===== src/sv/scsu_pkg.sv =====
// scsu_pkg: shared widths, operation codes and controller/datapath structs
// for the shadow call stack unwind unit; no dependencies
`default_nettype none

package scsu_pkg;

  // fixed field widths of the channel words
  localparam int KIND_W      = 2;
  localparam int TID_W       = 3;
  localparam int WORD_W      = 64;
  localparam int DEPTH_OUT_W = 11;

  // operation codes carried in the kind field
  localparam logic [KIND_W-1:0] KIND_PUSH = 2'd0;
  localparam logic [KIND_W-1:0] KIND_POP  = 2'd1;
  localparam logic [KIND_W-1:0] KIND_PEEK = 2'd2;

  // which result the datapath captures in a cycle
  typedef enum logic [2:0] {
    RES_NONE,
    RES_ZERO,
    RES_KEEP,
    RES_OVF,
    RES_PUSH,
    RES_HIT,
    RES_MISS
  } res_e;

  typedef struct packed {
    logic load_in;
    logic rd_top;
    logic rd_next;
    res_e res;
    logic out_load;
  } cmd_t;

  typedef struct packed {
    logic              tid_ok;
    logic [KIND_W-1:0] kind;
    logic              depth_zero;
    logic              depth_full;
    logic              match;
    logic              idx_zero;
    logic              out_free;
  } stat_t;

endpackage

`default_nettype wire


===== src/sv/scsu_ctrl.sv =====
// scsu_ctrl: sequencer for push, top read and downward search walk
// depends on scsu_pkg
`default_nettype none

module scsu_ctrl (
  input  wire logic            clk_i,
  input  wire logic            rst_ni,
  input  wire logic            in_valid_i,
  output logic                 in_ready_o,
  input  wire scsu_pkg::stat_t stat_i,
  output scsu_pkg::cmd_t       cmd_o
);
  import scsu_pkg::*;

  typedef enum logic [1:0] {
    S_IDLE,
    S_DEPTH,
    S_SEARCH,
    S_DONE
  } state_e;

  state_e state_q, state_d;

  always_comb begin
    cmd_o      = '0;
    cmd_o.res  = RES_NONE;
    state_d    = state_q;
    in_ready_o = (state_q == S_IDLE);
    unique case (state_q)
      S_IDLE: begin
        if (in_valid_i) begin
          cmd_o.load_in = 1'b1;
          state_d       = S_DEPTH;
        end
      end
      S_DEPTH: begin
        state_d = S_DONE;
        if (!stat_i.tid_ok) begin
          cmd_o.res = RES_ZERO;
        end else begin
          unique case (stat_i.kind) inside
            KIND_PUSH: cmd_o.res = stat_i.depth_full ? RES_OVF : RES_PUSH;
            KIND_POP, KIND_PEEK: begin
              if (stat_i.depth_zero) begin
                cmd_o.res = RES_MISS;
              end else begin
                cmd_o.rd_top = 1'b1;
                state_d      = S_SEARCH;
              end
            end
            default: cmd_o.res = RES_KEEP;
          endcase
        end
      end
      S_SEARCH: begin
        if (stat_i.match) begin
          cmd_o.res = RES_HIT;
          state_d   = S_DONE;
        end else if (stat_i.idx_zero) begin
          cmd_o.res = RES_MISS;
          state_d   = S_DONE;
        end else begin
          cmd_o.rd_next = 1'b1;
        end
      end
      S_DONE: begin
        if (stat_i.out_free) begin
          cmd_o.out_load = 1'b1;
          state_d        = S_IDLE;
        end
      end
      default: state_d = S_IDLE;
    endcase
  end

  always_ff @(posedge clk_i or negedge rst_ni) begin
    if (!rst_ni) begin
      state_q <= S_IDLE;
    end else begin
      state_q <= state_d;
    end
  end

endmodule

`default_nettype wire


===== config.mk =====
export PLATFORM = sky130hd
export DESIGN_NAME = scsu_ctrl
export DESIGN_NICKNAME = d
export VERILOG_FILES = /design/src/sv/scsu_pkg.sv /design/src/sv/scsu_ctrl.sv
export SDC_FILE = /design/constraint.sdc
export NUM_CORES = 1
export LEC_CHECK = 0
export ABC_CLOCK_PERIOD_IN_PS = 1920
export BUFFER_PORTS_ARGS = -buffer_cell sky130_fd_sc_hd__clkbuf_2
export CAP_MARGIN = 10
export CORE_AREA = 2 2 39 41
export CTS_CLUSTER_DIAMETER = 120
export DETAILED_ROUTE_END_ITERATION = 8
export DIE_AREA = 0 0 41 43
export MAX_ROUTING_LAYER = met4
export PLACE_DENSITY = 0.53
export REMOVE_ABC_BUFFERS = 1
export SLEW_MARGIN = 20
export SYNTH_ARGS = -nofsm -noshare
export SYNTH_HDL_FRONTEND = slang
export SYNTH_SLANG_ARGS = --single-unit

===== constraint.sdc =====
create_clock -name clk_i -period 1.92 [get_ports clk_i]
set_input_delay 0.096 -clock clk_i [delete_from_list [all_inputs] [get_ports clk_i]]
set_output_delay 0.096 -clock clk_i [all_outputs]
set_load 0.05 [all_outputs]

Yosys cells after proc, flatten, opt, wreduce, memory -nomap -nowiden
Cells that the tools add are included.
Storage, ports and cells
  bits of input ports: 11
  logic and storage cells: 39
  register bits: 2
  output and inout port bits: 8
Operators by class
  reduce and logical (&&, ||, !) cells: 4
  mux-type cells: 26
  equal/unequal tests: 8
Operators with widths (number)
  two-way mux 3 bit: 5
  two-way mux 1 bit: 14
  one-hot mux 3 bit (2 select lines): 2
  two-way mux 2 bit: 4
  one-hot mux 2 bit (4 select lines): 1
  == test 2 bit, second input constant: 3
  == test 2 x 1 -> 1 bit, second input constant: 2
  logical NOT 2 bit: 2
  inequality test 2 bit, second input constant: 2
  inequality test 3 bit, second input constant: 1
  AND reduction 3 bit: 1
  OR reduction 2 bit: 1

Depth between registers and ports, before layout
  depth after elaboration: 5
  gate-level depth with buffers: 5
  mapped depth without buffers: 5

Least setup slack after synthesis
No wires, ideal clock.
  kind: reg2out
  from: reg state_q[1]
  to: out cmd_o[5] (netlist bit)
  stages on the path, launching flop included: 5
  data required time: 1824 ps
  arrival: 1889 ps
  buffers on the path: 0
  setup slack: -65 ps
  cell sequence: dfrtp_1 inv_1 ha_1 nand2_1 nor3b_1
RTL lines
  start, declared: line scsu_ctrl.sv:22  | state_e state_q, state_d;
  start signal, assigned: line scsu_ctrl.sv:80  | state_q <= state_d;
  end, declared: line scsu_ctrl.sv:11  | output scsu_pkg::cmd_t cmd_o

==> results_dict.tcl <==
set metrics [dict create \
    postCtsSetupBuffers 0 \
    placed_area_um2 444 \
    rsz0062_at_grt "false" \
    die_y_um 43 \
    final_common_cell "clkbuf_2" \
    core_um2 1380 \
    crit_fanout 4 \
    yosys_warnings 0 \
    yosysUniqueCellTypes 23 \
    layout_common_cells "clkbuf_2, inv_1, ha_1" \
    p_leak_nw 0.266 \
    finish.instance_area_um2 477 \
    grt_max_degree 6 \
    required_ps 1820 \
    avgSynthCellArea_um2 7.95 \
    power.density_nw_per_um2 1460 \
    utilization_pct 34.4 \
    timing.fmax_mhz 563 \
    grt_pass1_vias 312 \
    drive_gt1_share_pct 34.4 \
    cts_root_buf "clkbuf_4" \
    slew_violations 0 \
    antenna_found_initial 0 \
    area_growth_pct 42.7 \
    switching_share_pct 57.1 \
    largest_reg_flops 2 \
    fin_skew_ps 3.27 \
    timing.reg2reg.worst_path_depth 5 \
    top_level_ports 19 \
    postSynthCellCount 42 \
    numCtsBuffers 3 \
    syn_area_um2 334 \
    status "finished clean" \
    drt-pass1-iter-count 4 \
    insertedDiodeCount 0 \
    worstSetupPathType "reg -> out" \
    power_mw 0.698 \
    ys_seq_area_share_pct 15.0 \
    start_util_pct 24.1 \
    hold_viol 0 \
    internal-power_mw 0.300 \
    period_minus_slack_ps 1780 \
    clk_pin_slew_worst_paths_ps 30 \
    drtIter0Drc 7 \
    ys_ff_latch 2 \
    clkPwrFrac_pct 13.3 \
    startpoint_type "register" \
    r2r-end "state_q[0]$_DFFE_PN0P_" \
    ant_nets 0 \
    dp_hpwl_um 585 \
    drc_errors 0 \
    gp_congestion 0.662 \
    cts.sinks 2 \
    relSlewSlack_pct 81.6 \
    largestRegisters "state_q: 2 flops" \
    setup_viol 0 \
    critPathArrivalTime_ps 1680 \
    max_cap_violations 0 \
    clk-insertion-delay-late_ps 220 \
    timing.rr.start "state_q[0]$_DFFE_PN0P_" \
    num_vias 352 \
    power_frac_seq_pct 12.6 \
    final_nets 83 \
    wl_um 687 \
    cp-end-kind "output pin" \
    ir_worst_vdd_mv 0.367 \
    port_buffers 18 \
    grt_pass1_wl_um 1100 \
    wl_per_cell_um 8.59 \
    die_area_um2 1760 \
    r2r_setup_slack_ps 290 \
    tightest_slew_ps 278 \
    overflow 0 \
    num_rows 14 \
    viasPerCell 4.40 \
    min_period_over_period_pct 92.5 \
    cts_tree "done" \
    p_comb_share_pct 74.0 \
    largest_register "state_q" \
    grtUsageTotal_pct 9.75 \
    clock_path_buffers 2 \
    htree_levels 1 \
    switchingPower_mw 0.398 \
    die_w_um 41 \
    hold_class "in -> async" \
]
worst max-delay path, stage by stage (launching register included):
cell and delay [ps]:
dfrtp_1 400, inv_1 110, ha_1 210, nand2_1 80, a211o_1 240, a21oi_1 120
clkbuf_2 290
stage by stage:
step / TNS, ps / hold WS (ps) / std cells / worst slack [ps]
detailed placement: 0 / -116 / 76 / 278
global route: 0 / 218 / 80 / 9.73
CTS: 0 / 182 / 80 / 117
floorplan: -64.8 / -200 / 42 / -64.8
global placement: 0 / -111 / 76 / 288
finish: 0 / 189 / 80 / 144
repair_timing:
item                      4_1_cts  5_1_grt
gates resized for setup         0        0
hold endpoints to repair        2        0
hold buffers                    1        0
worst max-delay path by stage:
stage	startpoint	endpoint
6_report	state_q[1]$_DFFE_PN0P_	cmd_o[3]
5_1_grt	state_q[1]$_DFFE_PN0P_	cmd_o[3]
4_1_cts	state_q[1]$_DFFE_PN0P_	cmd_o[3]
3_5_place_dp	state_q[0]$_DFFE_PN0P_	state_q[0]$_DFFE_PN0P_
3_3_place_gp	state_q[0]$_DFFE_PN0P_	state_q[0]$_DFFE_PN0P_
2_1_floorplan	state_q[1]$_DFFE_PN0P_	cmd_o[5]
routing by layer:
layer	wire (um)	global-route usage, %
met4	0	8.00
met1	323	11.5
met3	53	3.14
met2	310	12.8
met5	0	-
power groups by stage:
stage          logic, mW  clock network, mW  registers, mW
2_1_floorplan      0.422                  0         0.0835
3_3_place_gp       0.521                  0         0.0891
3_5_place_dp       0.520                  0         0.0891
4_1_cts            0.524             0.0986         0.0883
5_1_grt            0.574              0.100         0.0917
6_report           0.517             0.0929         0.0882
area by class of cell:
class,count,area (um2)
inverter,6,22.5
timing repair buffer,19,100
sequential,2,50.0
clock buffer,3,22.5
multi-input combinational,34,262
fill,155,907
tap,16,20.0
synthesized netlist by cell type, drive strengths merged:
master,count,area [um2]
nor2b,1,6.26
and2b,1,7.51
inv,6,22.5
nor3,1,5.00
or4,1,7.51
a211o,1,8.76
a21oi,3,15.0
nand2,4,15.0
a221o,1,10.0
dfrtp,2,50.1
ha,6,75.1
and3b,1,8.76
a22oi,1,7.51
mux2i,1,10.0
nand3b,2,15.0
nand3,1,5.00
nor4,1,6.26
nor3b,2,26.3
nor2,1,3.75
and2,2,12.5
o21ai,2,10.0
nand2b,1,6.26
logic make-up after synthesis:
kind of cell,Yosys count,synth area share [%]
compound gates,8,15.4
fa+ha+maj,6,22.5
buf+inv,6,6.74
flops,2,15.0
mux,1,3.00
simple gates,19,37.5
(Power assumes the default switching activity.)
